===== src/hdl/frfd_pkg.sv =====
`timescale 1ns / 1ps

package frfd_pkg;

	// parameter defaults
	localparam int RING_MAX_DEF   = 16;
	localparam int TIME_WIDTH_DEF = 32;

	// field widths
	localparam int CFG_W     = 32;
	localparam int CFG_IDX_W = 3;
	localparam int TPS_W     = 32;
	localparam int RS_W      = 5;
	localparam int THR_W     = 6;
	localparam int FMT_W     = 8;
	localparam int IDX_W     = 4;
	localparam int CNT_W     = 6;
	localparam int FT_W      = 16;
	localparam int QUO_W     = 17;
	localparam int DEN_W     = TPS_W + CNT_W;
	// numerator below 2^55 whenever a division runs
	localparam int NUM_W_MIN = 56;

	// band limits of the ten-field time in ms
	localparam logic [FT_W-1:0] FT_SAT      = 16'hFFFF;
	localparam logic [FT_W-1:0] BAND50_LO   = 16'd195;
	localparam logic [FT_W-1:0] BAND50_HI   = 16'd205;
	localparam logic [FT_W-1:0] BAND60A_LO  = 16'd160;
	localparam logic [FT_W-1:0] BAND60A_HI  = 16'd172;
	localparam logic [FT_W-1:0] BAND60B_LO  = 16'd330;
	localparam logic [FT_W-1:0] BAND60B_HI  = 16'd340;

	// register indexes
	typedef enum logic [CFG_IDX_W-1:0] {
		REG_ENABLE_DETECT    = 3'd0,
		REG_CHANGE_THRESHOLD = 3'd1,
		REG_TICKS_PER_SECOND = 3'd2,
		REG_RING_SIZE        = 3'd3,
		REG_FORMAT_50        = 3'd4,
		REG_FORMAT_60        = 3'd5
	} cfg_reg_t;

	// picture kinds
	typedef enum logic [1:0] {
		KIND_ODD  = 2'd0,
		KIND_EVEN = 2'd1,
		KIND_PROG = 2'd2
	} kind_t;

	// rate classes
	typedef enum logic [1:0] {
		CLS_NONE  = 2'd0,
		CLS_50HZ  = 2'd1,
		CLS_60HZ  = 2'd2,
		CLS_UNEXP = 2'd3
	} rate_class_t;

	typedef struct packed {
		logic             enable_detect;
		logic [THR_W-1:0] change_threshold;
		logic [TPS_W-1:0] ticks_per_second;
		logic [RS_W-1:0]  ring_size;
		logic [FMT_W-1:0] format_50;
		logic [FMT_W-1:0] format_60;
	} cfg_t;

	typedef struct packed {
		logic             measurement_done;
		logic [FT_W-1:0]  field_time_x10;
		logic [1:0]       rate_class;
		logic             switch_request;
		logic [FMT_W-1:0] switch_format;
	} res_t;

	typedef struct packed {
		logic sub;
	} alu_op_t;

endpackage


===== src/hdl/frfd_field_if.sv =====
`timescale 1ns / 1ps

interface frfd_field_if #(
	parameter int TIME_WIDTH = frfd_pkg::TIME_WIDTH_DEF
);
	logic                       valid;
	logic                       ready;
	logic [TIME_WIDTH-1:0]      timestamp;
	logic                       running_late;
	logic [1:0]                 picture_kind;
	logic [frfd_pkg::IDX_W-1:0] frame_index;
	logic                       source_is_50hz;

	modport source (
		output valid, timestamp, running_late, picture_kind, frame_index, source_is_50hz,
		input  ready
	);
	modport sink (
		input  valid, timestamp, running_late, picture_kind, frame_index, source_is_50hz,
		output ready
	);
endinterface


===== src/hdl/frfd_result_if.sv =====
`timescale 1ns / 1ps

interface frfd_result_if;
	logic                       valid;
	logic                       ready;
	logic                       measurement_done;
	logic [frfd_pkg::FT_W-1:0]  field_time_x10;
	logic [1:0]                 rate_class;
	logic                       switch_request;
	logic [frfd_pkg::FMT_W-1:0] switch_format;

	modport source (
		output valid, measurement_done, field_time_x10, rate_class, switch_request,
			switch_format,
		input  ready
	);
	modport sink (
		input  valid, measurement_done, field_time_x10, rate_class, switch_request,
			switch_format,
		output ready
	);
endinterface


===== src/hdl/frfd_alu.sv =====
`timescale 1ns / 1ps

module frfd_alu #(
	parameter int W = frfd_pkg::NUM_W_MIN
) (
	input  frfd_pkg::alu_op_t op,
	input  logic [W-1:0]      a,
	input  logic [W-1:0]      b,
	output logic [W-1:0]      sum,
	output logic              borrow
);

	logic [W:0] res;

	// shared add / subtract, top bit is carry or borrow
	always_comb begin
		if (op.sub) begin
			res = {1'b0, a} - {1'b0, b};
		end else begin
			res = {1'b0, a} + {1'b0, b};
		end
	end

	assign sum    = res[W-1:0];
	assign borrow = res[W];

endmodule


===== src/hdl/frfd_core.sv =====
`timescale 1ns / 1ps

module frfd_core #(
	parameter int RING_MAX   = frfd_pkg::RING_MAX_DEF,
	parameter int TIME_WIDTH = frfd_pkg::TIME_WIDTH_DEF
) (
	input  logic                       clk,
	input  logic                       arst_n,
	input  frfd_pkg::cfg_t             cfg,
	input  logic                       start,
	input  logic [TIME_WIDTH-1:0]      timestamp,
	input  logic                       running_late,
	input  logic [1:0]                 picture_kind,
	input  logic [frfd_pkg::IDX_W-1:0] frame_index,
	input  logic                       source_is_50hz,
	output logic                       idle,
	output logic                       emit,
	input  logic                       out_free,
	output frfd_pkg::res_t             res
);

	localparam int DW        = (TIME_WIDTH > frfd_pkg::NUM_W_MIN) ? TIME_WIDTH
		: frfd_pkg::NUM_W_MIN;
	localparam int RS_W      = frfd_pkg::RS_W;
	localparam int CNT_W     = frfd_pkg::CNT_W;
	localparam int QUO_W     = frfd_pkg::QUO_W;
	localparam int DEN_W     = frfd_pkg::DEN_W;
	localparam int FT_W      = frfd_pkg::FT_W;
	localparam int STEP_W    = $clog2(QUO_W);
	localparam int NUM_TERMS = 5;
	localparam int RING_CAP  = (RING_MAX > 31) ? 31 : RING_MAX;

	typedef enum logic [9:0] {
		ST_IDLE = 10'b00_0000_0001,
		ST_ELAP = 10'b00_0000_0010,
		ST_MUL  = 10'b00_0000_0100,
		ST_SEV  = 10'b00_0000_1000,
		ST_CMP  = 10'b00_0001_0000,
		ST_NUM  = 10'b00_0010_0000,
		ST_RND  = 10'b00_0100_0000,
		ST_DIV  = 10'b00_1000_0000,
		ST_CLS  = 10'b01_0000_0000,
		ST_FIN  = 10'b10_0000_0000
	} state_t;

	// x mod m for x below 32, m at least 2
	function automatic logic [RS_W-1:0] mod_small(input logic [RS_W-1:0] x,
		input logic [RS_W-1:0] m);
		logic [RS_W+3:0] r;
		logic [RS_W+3:0] d;
		r = {4'b0, x};
		for (int k = 3; k >= 0; k--) begin
			d = {4'b0, m} << k;
			if (r >= d) begin
				r = r - d;
			end
		end
		return r[RS_W-1:0];
	endfunction

	// shifts whose weights add up to 10000
	function automatic int num_shift(input logic [2:0] k);
		int s;
		case (k)
			3'd0:    s = 13;
			3'd1:    s = 10;
			3'd2:    s = 9;
			3'd3:    s = 8;
			default: s = 4;
		endcase
		return s;
	endfunction

	state_t                     state_q;
	logic [STEP_W-1:0]          step_q;
	logic [TIME_WIDTH-1:0]      start_q;
	logic                       start_vld_q;
	logic [CNT_W-1:0]           cf_q;
	logic [frfd_pkg::IDX_W-1:0] prev_q;
	logic [CNT_W-1:0]           rc_q;

	logic [TIME_WIDTH-1:0]      ts_q;
	logic [TIME_WIDTH-1:0]      ela_q;
	logic [CNT_W-1:0]           cnt_q;
	logic                       is50_q;
	logic [DEN_W-1:0]           den_q;
	logic [DW-1:0]              t_q;
	logic [DW-1:0]              rem_q;
	logic [QUO_W-1:0]           quo_q;
	frfd_pkg::res_t             res_q;

	logic [RS_W-1:0]            n_c;
	logic                       step2;
	logic [RS_W-1:0]            a_c;
	logic [RS_W-1:0]            b_c;
	logic [RS_W:0]              dist6;
	logic [CNT_W-1:0]           cf_new;
	logic                       eligible;
	logic                       meas_point;

	frfd_pkg::alu_op_t          alu_op;
	logic [DW-1:0]              alu_a;
	logic [DW-1:0]              alu_b;
	logic [DW-1:0]              alu_sum;
	logic                       alu_borrow;
	logic [DW-1:0]              div_r;
	logic                       den_zero;

	logic [FT_W-1:0]            ft_c;
	frfd_pkg::rate_class_t      cls_c;
	logic                       want_c;
	logic [CNT_W-1:0]           rc_inc;

	// ring size clamp and field advance
	always_comb begin
		if (cfg.ring_size < RS_W'(2)) begin
			n_c = RS_W'(2);
		end else if (int'(cfg.ring_size) > RING_CAP) begin
			n_c = RS_W'(RING_CAP);
		end else begin
			n_c = cfg.ring_size;
		end
		step2 = (picture_kind == frfd_pkg::KIND_ODD);
		a_c = mod_small(step2 ? {frame_index, 1'b0} : {1'b0, frame_index}, n_c);
		b_c = mod_small(step2 ? {prev_q, 1'b0} : {1'b0, prev_q}, n_c);
		dist6 = {1'b0, a_c} + {1'b0, n_c} - {1'b0, b_c};
		if (dist6 >= {1'b0, n_c}) begin
			dist6 = dist6 - {1'b0, n_c};
		end
		cf_new = cf_q + dist6;
		eligible = cfg.enable_detect && !running_late
			&& (picture_kind == frfd_pkg::KIND_ODD || picture_kind == frfd_pkg::KIND_PROG);
		meas_point = (cf_new >= {1'b0, n_c});
	end

	// operand select for the shared adder
	assign div_r    = {rem_q[DW-2:0], t_q[QUO_W-1]};
	assign den_zero = (den_q == '0);

	always_comb begin
		alu_op.sub = 1'b0;
		alu_a      = '0;
		alu_b      = '0;
		case (state_q)
			ST_ELAP: begin
				alu_op.sub = 1'b1;
				alu_a      = DW'(ts_q);
				alu_b      = DW'(start_q);
			end
			ST_MUL: begin
				alu_a = DW'({den_q[DEN_W-2:0], 1'b0});
				alu_b = cnt_q[CNT_W-1] ? DW'(cfg.ticks_per_second) : '0;
			end
			ST_SEV: begin
				alu_op.sub = 1'b1;
				alu_a      = DW'({den_q, 3'b000});
				alu_b      = DW'(den_q);
			end
			ST_CMP: begin
				alu_op.sub = 1'b1;
				alu_a      = DW'(ela_q);
				alu_b      = t_q;
			end
			ST_NUM: begin
				alu_a = t_q;
				alu_b = DW'(ela_q) << num_shift(step_q[2:0]);
			end
			ST_RND: begin
				alu_a = t_q;
				alu_b = DW'(den_q >> 1);
			end
			ST_DIV: begin
				alu_op.sub = 1'b1;
				alu_a      = div_r;
				alu_b      = DW'(den_q);
			end
			default: begin
				alu_op.sub = 1'b0;
			end
		endcase
	end

	frfd_alu #(
		.W(DW)
	) u_alu (
		.op     (alu_op),
		.a      (alu_a),
		.b      (alu_b),
		.sum    (alu_sum),
		.borrow (alu_borrow)
	);

	// band classification and repeat count
	always_comb begin
		ft_c = quo_q[QUO_W-1] ? frfd_pkg::FT_SAT : quo_q[FT_W-1:0];
		if (ft_c >= frfd_pkg::BAND50_LO && ft_c <= frfd_pkg::BAND50_HI) begin
			cls_c = frfd_pkg::CLS_50HZ;
		end else if ((ft_c >= frfd_pkg::BAND60A_LO && ft_c <= frfd_pkg::BAND60A_HI)
			|| (ft_c >= frfd_pkg::BAND60B_LO && ft_c <= frfd_pkg::BAND60B_HI)) begin
			cls_c = frfd_pkg::CLS_60HZ;
		end else begin
			cls_c = frfd_pkg::CLS_UNEXP;
		end
		want_c = (cls_c == frfd_pkg::CLS_50HZ) ? !is50_q : is50_q;
		rc_inc = (&rc_q) ? rc_q : rc_q + CNT_W'(1);
	end

	// sequencer and persistent state
	always_ff @(posedge clk or negedge arst_n) begin
		if (!arst_n) begin
			state_q     <= ST_IDLE;
			step_q      <= '0;
			start_q     <= '0;
			start_vld_q <= 1'b0;
			cf_q        <= '0;
			prev_q      <= '0;
			rc_q        <= '0;
		end else begin
			case (state_q)
				ST_IDLE: begin
					if (start) begin
						state_q <= ST_FIN;
						if (eligible) begin
							prev_q <= frame_index;
							if (meas_point) begin
								cf_q <= '0;
								if (start_vld_q) begin
									step_q  <= STEP_W'(CNT_W - 1);
									state_q <= ST_ELAP;
								end else begin
									start_q     <= timestamp;
									start_vld_q <= 1'b1;
								end
							end else begin
								cf_q <= cf_new;
							end
						end
					end
				end
				ST_ELAP: begin
					start_q <= ts_q;
					state_q <= ST_MUL;
				end
				ST_MUL: begin
					if (step_q == '0) begin
						state_q <= ST_SEV;
					end else begin
						step_q <= step_q - STEP_W'(1);
					end
				end
				ST_SEV: begin
					state_q <= ST_CMP;
				end
				ST_CMP: begin
					if (!alu_borrow || den_zero) begin
						state_q <= ST_CLS;
					end else begin
						step_q  <= '0;
						state_q <= ST_NUM;
					end
				end
				ST_NUM: begin
					if (step_q == STEP_W'(NUM_TERMS - 1)) begin
						state_q <= ST_RND;
					end else begin
						step_q <= step_q + STEP_W'(1);
					end
				end
				ST_RND: begin
					step_q  <= STEP_W'(QUO_W - 1);
					state_q <= ST_DIV;
				end
				ST_DIV: begin
					if (step_q == '0) begin
						state_q <= ST_CLS;
					end else begin
						step_q <= step_q - STEP_W'(1);
					end
				end
				ST_CLS: begin
					if (cls_c == frfd_pkg::CLS_UNEXP) begin
						rc_q <= '0;
					end else if (want_c) begin
						rc_q <= rc_inc;
					end
					state_q <= ST_FIN;
				end
				ST_FIN: begin
					if (out_free) begin
						state_q <= ST_IDLE;
					end
				end
				default: begin
					state_q <= ST_IDLE;
				end
			endcase
		end
	end

	// datapath registers
	always_ff @(posedge clk) begin
		case (state_q)
			ST_IDLE: begin
				if (start) begin
					res_q  <= '0;
					ts_q   <= timestamp;
					cnt_q  <= cf_new;
					is50_q <= source_is_50hz;
					den_q  <= '0;
				end
			end
			ST_ELAP: begin
				ela_q <= alu_sum[TIME_WIDTH-1:0];
			end
			ST_MUL: begin
				den_q <= alu_sum[DEN_W-1:0];
				cnt_q <= {cnt_q[CNT_W-2:0], 1'b0};
			end
			ST_SEV: begin
				t_q <= alu_sum;
			end
			ST_CMP: begin
				if (!alu_borrow || den_zero) begin
					quo_q <= '1;
				end else begin
					t_q <= '0;
				end
			end
			ST_NUM: begin
				t_q <= alu_sum;
			end
			ST_RND: begin
				t_q   <= alu_sum;
				rem_q <= alu_sum >> QUO_W;
				quo_q <= '0;
			end
			ST_DIV: begin
				if (!alu_borrow) begin
					rem_q <= alu_sum;
				end else begin
					rem_q <= div_r;
				end
				quo_q <= {quo_q[QUO_W-2:0], !alu_borrow};
				t_q   <= t_q << 1;
			end
			ST_CLS: begin
				res_q.measurement_done <= 1'b1;
				res_q.field_time_x10   <= ft_c;
				res_q.rate_class       <= cls_c;
				if (cls_c != frfd_pkg::CLS_UNEXP && want_c && rc_inc > cfg.change_threshold) begin
					res_q.switch_request <= 1'b1;
					res_q.switch_format  <= (cls_c == frfd_pkg::CLS_50HZ) ? cfg.format_50
						: cfg.format_60;
				end
			end
			default: begin
				res_q <= res_q;
			end
		endcase
	end

	assign idle = (state_q == ST_IDLE);
	assign emit = (state_q == ST_FIN) && out_free;
	assign res  = res_q;

endmodule


===== src/hdl/field_rate_format_detector_top.sv =====
// an ignored or non-measuring beat goes straight to its result; a measurement uses
// the shift-add multiply (6 steps) and the restoring divide (17 steps), which share
// one adder under the sequencer; a saturated measurement skips the divide
// a new beat is taken only once the previous result has left the core
// reset: arst_n clears sequencer, field count and repeat count, loads register defaults
`timescale 1ns / 1ps

module field_rate_format_detector_top #(
	parameter int RING_MAX   = frfd_pkg::RING_MAX_DEF,
	parameter int TIME_WIDTH = frfd_pkg::TIME_WIDTH_DEF
) (
	input  logic                           clk,
	input  logic                           arst_n,
	frfd_field_if.sink                     field,
	frfd_result_if.source                  result,
	input  logic                           wr_en,
	input  logic [frfd_pkg::CFG_IDX_W-1:0] wr_index,
	input  logic [frfd_pkg::CFG_W-1:0]     wr_data
);

	frfd_pkg::cfg_t cfg_q;
	frfd_pkg::res_t core_res;
	frfd_pkg::res_t out_q;
	logic           out_vld_q;
	logic           core_idle;
	logic           core_emit;
	logic           out_free;
	logic           start;

	// configuration registers
	always_ff @(posedge clk or negedge arst_n) begin
		if (!arst_n) begin
			cfg_q.enable_detect    <= 1'b1;
			cfg_q.change_threshold <= 6'd2;
			cfg_q.ticks_per_second <= 32'd27000000;
			cfg_q.ring_size        <= 5'd4;
			cfg_q.format_50        <= 8'd0;
			cfg_q.format_60        <= 8'd1;
		end else if (wr_en) begin
			case (frfd_pkg::cfg_reg_t'(wr_index))
				frfd_pkg::REG_ENABLE_DETECT:    cfg_q.enable_detect    <= wr_data[0];
				frfd_pkg::REG_CHANGE_THRESHOLD: cfg_q.change_threshold <= wr_data[5:0];
				frfd_pkg::REG_TICKS_PER_SECOND: cfg_q.ticks_per_second <= wr_data[31:0];
				frfd_pkg::REG_RING_SIZE:        cfg_q.ring_size        <= wr_data[4:0];
				frfd_pkg::REG_FORMAT_50:        cfg_q.format_50        <= wr_data[7:0];
				frfd_pkg::REG_FORMAT_60:        cfg_q.format_60        <= wr_data[7:0];
				default: begin
					cfg_q <= cfg_q;
				end
			endcase
		end
	end

	// input handshake
	assign start       = field.valid && core_idle;
	assign field.ready = core_idle;

	frfd_core #(
		.RING_MAX   (RING_MAX),
		.TIME_WIDTH (TIME_WIDTH)
	) u_core (
		.clk            (clk),
		.arst_n         (arst_n),
		.cfg            (cfg_q),
		.start          (start),
		.timestamp      (field.timestamp),
		.running_late   (field.running_late),
		.picture_kind   (field.picture_kind),
		.frame_index    (field.frame_index),
		.source_is_50hz (field.source_is_50hz),
		.idle           (core_idle),
		.emit           (core_emit),
		.out_free       (out_free),
		.res            (core_res)
	);

	// output register
	assign out_free = !out_vld_q || result.ready;

	always_ff @(posedge clk or negedge arst_n) begin
		if (!arst_n) begin
			out_vld_q <= 1'b0;
		end else if (core_emit) begin
			out_vld_q <= 1'b1;
		end else if (result.ready) begin
			out_vld_q <= 1'b0;
		end
	end

	always_ff @(posedge clk) begin
		if (core_emit) begin
			out_q <= core_res;
		end
	end

	assign result.valid            = out_vld_q;
	assign result.measurement_done = out_q.measurement_done;
	assign result.field_time_x10   = out_q.field_time_x10;
	assign result.rate_class       = out_q.rate_class;
	assign result.switch_request   = out_q.switch_request;
	assign result.switch_format    = out_q.switch_format;

endmodule


===== src/flat_wrapper.sv =====
// flat-port wrapper written by rule: the top's interface ports become plain ports
module field_rate_format_detector_top_flat 
#(
	parameter int RING_MAX   = frfd_pkg::RING_MAX_DEF,
	parameter int TIME_WIDTH = frfd_pkg::TIME_WIDTH_DEF
)
  (clk, arst_n, wr_en, wr_index, wr_data, field_valid, field_timestamp, field_running_late, field_picture_kind, field_frame_index, field_source_is_50hz, field_ready, result_valid, result_measurement_done, result_field_time_x10, result_rate_class, result_switch_request, result_switch_format, result_ready);
  frfd_field_if #(.TIME_WIDTH(TIME_WIDTH)) field_i ();
  frfd_result_if result_i ();
  input  logic clk;
  input  logic arst_n;
  input  logic wr_en;
  input  logic [frfd_pkg::CFG_IDX_W-1:0] wr_index;
  input  logic [frfd_pkg::CFG_W-1:0] wr_data;
  input wire logic [$bits(field_i.valid)-1:0] field_valid;
  input wire logic [$bits(field_i.timestamp)-1:0] field_timestamp;
  input wire logic [$bits(field_i.running_late)-1:0] field_running_late;
  input wire logic [$bits(field_i.picture_kind)-1:0] field_picture_kind;
  input wire logic [$bits(field_i.frame_index)-1:0] field_frame_index;
  input wire logic [$bits(field_i.source_is_50hz)-1:0] field_source_is_50hz;
  output wire logic [$bits(field_i.ready)-1:0] field_ready;
  output wire logic [$bits(result_i.valid)-1:0] result_valid;
  output wire logic [$bits(result_i.measurement_done)-1:0] result_measurement_done;
  output wire logic [$bits(result_i.field_time_x10)-1:0] result_field_time_x10;
  output wire logic [$bits(result_i.rate_class)-1:0] result_rate_class;
  output wire logic [$bits(result_i.switch_request)-1:0] result_switch_request;
  output wire logic [$bits(result_i.switch_format)-1:0] result_switch_format;
  input wire logic [$bits(result_i.ready)-1:0] result_ready;
  assign field_i.valid = field_valid;
  assign field_i.timestamp = field_timestamp;
  assign field_i.running_late = field_running_late;
  assign field_i.picture_kind = field_picture_kind;
  assign field_i.frame_index = field_frame_index;
  assign field_i.source_is_50hz = field_source_is_50hz;
  assign field_ready = field_i.ready;
  assign result_valid = result_i.valid;
  assign result_measurement_done = result_i.measurement_done;
  assign result_field_time_x10 = result_i.field_time_x10;
  assign result_rate_class = result_i.rate_class;
  assign result_switch_request = result_i.switch_request;
  assign result_switch_format = result_i.switch_format;
  assign result_i.ready = result_ready;
  field_rate_format_detector_top #(.RING_MAX(RING_MAX), .TIME_WIDTH(TIME_WIDTH)) u_core (.clk(clk), .arst_n(arst_n), .field(field_i), .result(result_i), .wr_en(wr_en), .wr_index(wr_index), .wr_data(wr_data));
endmodule

===== config.mk =====
export PLATFORM = sky130hd
export DESIGN_NAME = field_rate_format_detector_top_flat
export DESIGN_NICKNAME = d
export VERILOG_FILES = /design/src/hdl/frfd_pkg.sv /design/src/hdl/frfd_field_if.sv /design/src/hdl/frfd_result_if.sv /design/src/hdl/frfd_alu.sv /design/src/hdl/frfd_core.sv /design/src/hdl/field_rate_format_detector_top.sv /design/src/flat_wrapper.sv
export SDC_FILE = /design/constraint.sdc
export NUM_CORES = 1
export LEC_CHECK = 0
export ABC_AREA = 1
export BUFFER_PORTS_ARGS = -buffer_cell sky130_fd_sc_hd__buf_2
export CORE_AREA = 3 3 269 271
export CTS_CLUSTER_SIZE = 20
export DETAILED_ROUTE_END_ITERATION = 6
export DIE_AREA = 0 0 272 274
export PLACE_DENSITY = 0.62
export SETUP_SLACK_MARGIN = 0.15
export SLEW_MARGIN = 10
export SYNTH_ARGS = -nofsm -noshare
export SYNTH_HDL_FRONTEND = slang
export SYNTH_HIERARCHICAL = 1
export SYNTH_SLANG_ARGS = --single-unit

===== constraint.sdc =====
create_clock -name clk -period 13.9 [get_ports clk]
set_input_delay 2.085 -clock clk [delete_from_list [all_inputs] [get_ports clk]]
set_output_delay 2.085 -clock clk [all_outputs]
set_load 0.03 [all_outputs]

; Word level (Yosys, flattened, before mapping)
; Cells that the tools add are included.
; W data, S select, Z words.
[totals]
in_bits = 80
word_cells = 228
output_inout_bits = 30
register_bits = 418
[op_classes]
n_eq_ne = 37
n_shift = 1
n_lt_le_gt_ge = 19
n_reduce_logical = 55
n_addsub = 17
muxes = 67
[ops]
columns = cell, count
row1 = $pmux W56 S6, 2
row2 = $mux W32, 6
row3 = $pmux W56 S3, 1
row4 = $pmux W55 S2, 1
row5 = $pmux W10 S10, 1
row6 = $mux W10, 8
row7 = $pmux W38 S2, 1
row8 = $mux W9, 8
row9 = $mux W5, 13
row10 = $pmux W32 S2, 1
row11 = $add A56 B56 Y57, 1
row12 = $mux W57, 1
row13 = $sub A56 B56 Y57, 1
row14 = $mux W56, 1
row15 = $pmux W28 S2, 1
row16 = $shl A32 B32 Y56, 1
row17 = $mux W55, 1
row18 = $pmux W17 S3, 1
row19 = $logic_not A38 Y1, 1
row20 = $mux W38, 1
row21 = $mux W6, 6
row22 = $ge A16 B8 Y1 const B, 2
row23 = $le A16 B8 Y1 const B, 2
row24 = $ne A2 B2 Y1 const B, 15
row25 = 63 further kinds, 119

; Depth between registers and ports, before layout
[logic_depth]
word_depth = 21
depth_mapped = 76
ltp_nobuf = 75

; Cells and area by module
; Netlist, hierarchy kept.
[by_module_without_submodules]
columns = mod, cells_per_inst, area_per_inst_um2, n_inst, seq_area_each_um2
row1 = frfd_core, 2444, 20861.3, 1, 9560.4
row2 = frfd_alu, 1591, 7445.9, 1, 0.0
row3 = field_rate_format_detector_top, 308, 3289.4, 1, 2389.8

; Least setup slack after synthesis
; No wires, ideal clock.
[synth_timing]
path_kind = input-to-reg
from = input port field_picture_kind[1]
to = register u_core.u_core.start_q[10]
setup_slack_ns = 1.720
cell_stages = 66
setup_time_ns = 0.124
t_arrival_ns = 12.056
path_cell_list = nor2_2 buf_2 inv_1 nor2_1 inv_1 fa_1 inv_1 nand2_2 inv_2 nor2_2 or2_2 o21ai_0 ha_1 nand2_1 o21ai_0 nand2_1 a21oi_1 nor2_1 [... 30 more ...] nand2_1 nand3_1 nor2_1 inv_1 o21ai_0 inv_1 fa_1 inv_1 ha_1 a21boi_0 o21a_1 o21ai_0 nand2_1 a21oi_1 nand3_2 nand4_4 buf_2 o21ai_1
[synth_between]
elab_chain_cells = 18
[synth_lines]
columns = item, line
row1 = from (decl), flat_wrapper.sv:18  ; input wire logic [$bits(field_i.picture_kind)-1:0] field_picture_kind;
row2 = $logic_not A2 Y1, "frfd_core.sv:123, frfd_core.sv:132"
row3 = $mux W5, frfd_core.sv:124  ; a_c = mod_small(step2 ? {frame_index, 1'b0} : {1'b0, frame_index}, n_c);
row4 = $sub A5 B8 Y9 / $ge A5 B8 Y1 (equally long branches), "frfd_core.sv:55, frfd_core.sv:54"
row5 = $mux W9, frfd_core.sv:54  ; if (r >= d) begin
row6 = $sub A9 B7 Y9 / $ge A9 B7 Y1 (equally long branches), "frfd_core.sv:55, frfd_core.sv:54"
row7 = $mux W9, frfd_core.sv:54
row8 = $sub A9 B6 Y9 / $ge A9 B6 Y1 (equally long branches), "frfd_core.sv:55, frfd_core.sv:54"
row9 = $mux W9, frfd_core.sv:54
row10 = [... 2 more ...], n/a
row11 = $add A5 B5 Y6, frfd_core.sv:126  ; dist6 = {1'b0, a_c} + {1'b0, n_c} - {1'b0, b_c};
row12 = $sub A6 B5 Y6, frfd_core.sv:126
row13 = $sub A6 B5 Y6 / $ge A6 B5 Y1 (equally long branches), "frfd_core.sv:128, frfd_core.sv:127"
row14 = $mux W6, frfd_core.sv:127  ; if (dist6 >= {1'b0, n_c}) begin
row15 = $add A6 B6 Y6, frfd_core.sv:130  ; cf_new = cf_q + dist6;
row16 = $ge A6 B5 Y1, frfd_core.sv:133  ; meas_point = (cf_new >= {1'b0, n_c});
row17 = $ne A2 B2 Y1 (no source line), n/a
row18 = $reduce_and A5 Y1 (no source line) (*), n/a
row19 = to (signal assigned), frfd_core.sv:231  ; start_q <= timestamp;
row20 = to (signal assigned), frfd_core.sv:241  ; start_q <= ts_q;
row21 = to (decl), frfd_core.sv:76  ; logic [TIME_WIDTH-1:0] start_q;
; Mark *: on every way between the ends. The rest lies on a longest branch, timed or not.
; A chain may end at the register's enable or synchronous reset.

; Worst setup path after layout
[layout_timing]
from = input port field_picture_kind[0]
to = register u_core.u_core.start_q[14]
; The elaborated chain is that of the path after synthesis.

==> qor.yml <==
ys_seq_elements: 418
finalSetupViolCount: 0
pin_count: 110
synth_cells: 4343
syn_nets: 4561
clk-insertion-delay-late_ns: 0.65
syn_area_um2: 31600
htreeDepth: 2
critical-path-slowest-cell: "fa_1"
reg2regPathDepth: 68
synth_cell_types: 65
die_y_um: 274
cts_root_buf: "clkbuf_16"
n_antenna_cell: 0
period_share: 0.904
yosysSeqAreaShare: 0.378
fin_nets: 4633
cts.sinks: 418
ys.flop_type: "edfxtp_1"
cts_tree: "done"
slew_viol_final: 0
wirelength_mm: 128
drc: 0
numPortBuffers: 109
place.gp.congestion: 1.03
clockBufferDepth: 3
grt_first_pass_wirelength_mm: 186
rsz0062_at_grt: "false"
overflow: 0
path_class: "input pin to flip-flop"
tightestPinTransition_ns: 1.19
fp.dieArea_um2: 74500
status: "finished, final reports clean"
final_cell_mix: "nand2_1, inv_1, nor2_1"
die_w_um: 272
numCtsBuffers: 48
fill_cells: 7132
arrival_ns: 13.09
clk_pin_slew_ns: 0.06
synth_edf_count: 293
ys.warnings.count: 6
ant_nets: 0
synthToLayoutAreaGrowth_pct: 10.3
mostFrequentLayoutCell: "nand2_1"
critPathMaxStageDelay_ns: 0.56
period_minus_slack_ns: 12.56
fin_skew_ns: 0.0712
drtIter0Drc: 4556
cap_violations: 0
vias: 31385
synthArstFlopShare: 0.299
endpoint_kind: "flip-flop"
hold-path-cell-count: 0
tns_ns: 0
cp-start-kind: "input pin"
wl_per_cell_um: 23.7
cp_common_cell: "nand2_1"
initial_core_util: 0.451
grt_pass1_vias: 28750
dp_hpwl_mm: 98.8
routed_via_density: 5.82
grt_usage: 0.333
slew_headroom: 0.207
grt_max_degree: 85
rows: 97
critical_path_peak_fanout: 32
design.core.area_um2: 70000
firstDrtPassIters: 7
hold_viol_final: 0
hold_class: "flip-flop to flip-flop"
drive_gt1_frac: 0.102
syn_area_per_cell_um2: 7.28
crit_required_ns: 14.43
fmax_ghz: 0.0796
antenna_found_initial: 5
-- worst paths after layout --
path,to,slack (ns),startpoint
worst min register to register,u_core/result.field_time_x10[13],0.42,u_core/u_core/res[24]
min in group asynchronous,u_core/cfg_q[16],1.46,arst_n
worst min-delay path,u_core/result.field_time_x10[13],0.42,u_core/u_core/res[24]
worst max-delay path,u_core/u_core/start_q[14],1.34,field_picture_kind[0]
max in group asynchronous,u_core/u_core/start_q[20],11.18,arst_n
worst max register to register,u_core/u_core/start_q[14],1.96,u_core/cfg_q[20]
-- stage by stage --
step	instance area [µm²]	hold WS, ns	util	setup slack [ns]	instances
global placement	33200	0.400	0.474	0.348	5299
finish	34800	0.416	0.498	1.34	5393
detailed placement	33200	0.405	0.474	0.135	5299
CTS	34800	0.417	0.497	0.754	5387
floorplan	31600	0.400	-	1.72	4343
global route	34800	0.424	0.498	0.210	5393
-- synthesized netlist by cell type (70+ instances only) --
cell | count | area, µm²
o22ai_1 | 114 | 713
edfxtp_1 | 293 | 8800
inv_1 | 674 | 2530
clkbuf_1 | 100 | 375
ha_1 | 121 | 1510
a21oi_1 | 102 | 510
o21ai_0 | 224 | 1120
nor2_1 | 401 | 1510
nand2_1 | 1237 | 4640
dfrtp_1 | 106 | 2650
nand3_1 | 181 | 906
xor2_1 | 70 | 613
-- routing by layer --
metal  track usage  part of all wire
met1         0.463              0.42
met2         0.495              0.42
met3        0.0984              0.12
met4         0.113             0.042
met5             0           0.00020
-- kinds of logic (layout without fill, tap and decap cells) --
kind of cell,Yosys count,count (layout),share of synthesized area
AND/OR/NAND/NOR,2063,2064,0.279
flip-flops,418,418,0.378
adder cells (fa/ha/maj),138,138,0.0587
XOR/XNOR,94,94,0.0265
multiplexers,19,19,0.00610
buffers and inverters,869,978,0.105
AO/OA/AOI/OAI,742,742,0.146
-- sequential cells by signal (all words and copies together), names as in the netlist, 4 cells and up --
signal / count
u_core/cfg_q: 60
u_core/result.switch_format: 8
u_core/u_core/cnt_q: 6
u_core/u_core/ela_q: 32
u_core/u_core/prev_q: 4
u_core/u_core/ts_q: 32
u_core/u_core/start_q: 32
u_core/u_core/rc_q: 6
u_core/u_core/cf_q: 6
u_core/u_core/res: 28
u_core/u_core/state_q: 10
u_core/u_core/step_q: 5
u_core/u_core/rem_q: 55
u_core/result.field_time_x10: 16
u_core/u_core/t_q: 56
u_core/u_core/den_q: 38
u_core/u_core/quo_q: 17
-- layout make-up --
type                       count  area (µm²)  area share
clock buffer                  64        1380      0.0397
clock inverter                24         225     0.00646
inverter                     729        2740      0.0787
multi-input combinational   3057       16400       0.471
sequential                   418       12000       0.343
tap                          940        1180      0.0338
timing repair buffer         161         955      0.0274
-- worst max-delay path, delay by kind of cell --
kind | cells | cell delay [ns]
simple gates | 28 | 3.23
buf+inv | 11 | 1.03
fa+ha+maj | 10 | 3.79
xor+xnor | 1 | 0.13
compound gates | 16 | 2.78
-- repair_timing --
item                                    CTS  global route
hold buffers                              0             0
resized for setup                         0            10
endpoints found under the setup margin    0            45
buffers inserted                          0             5
Power is not shown: default switching activity piles up to over one toggle a cycle in this logic, so the estimate is an artifact.
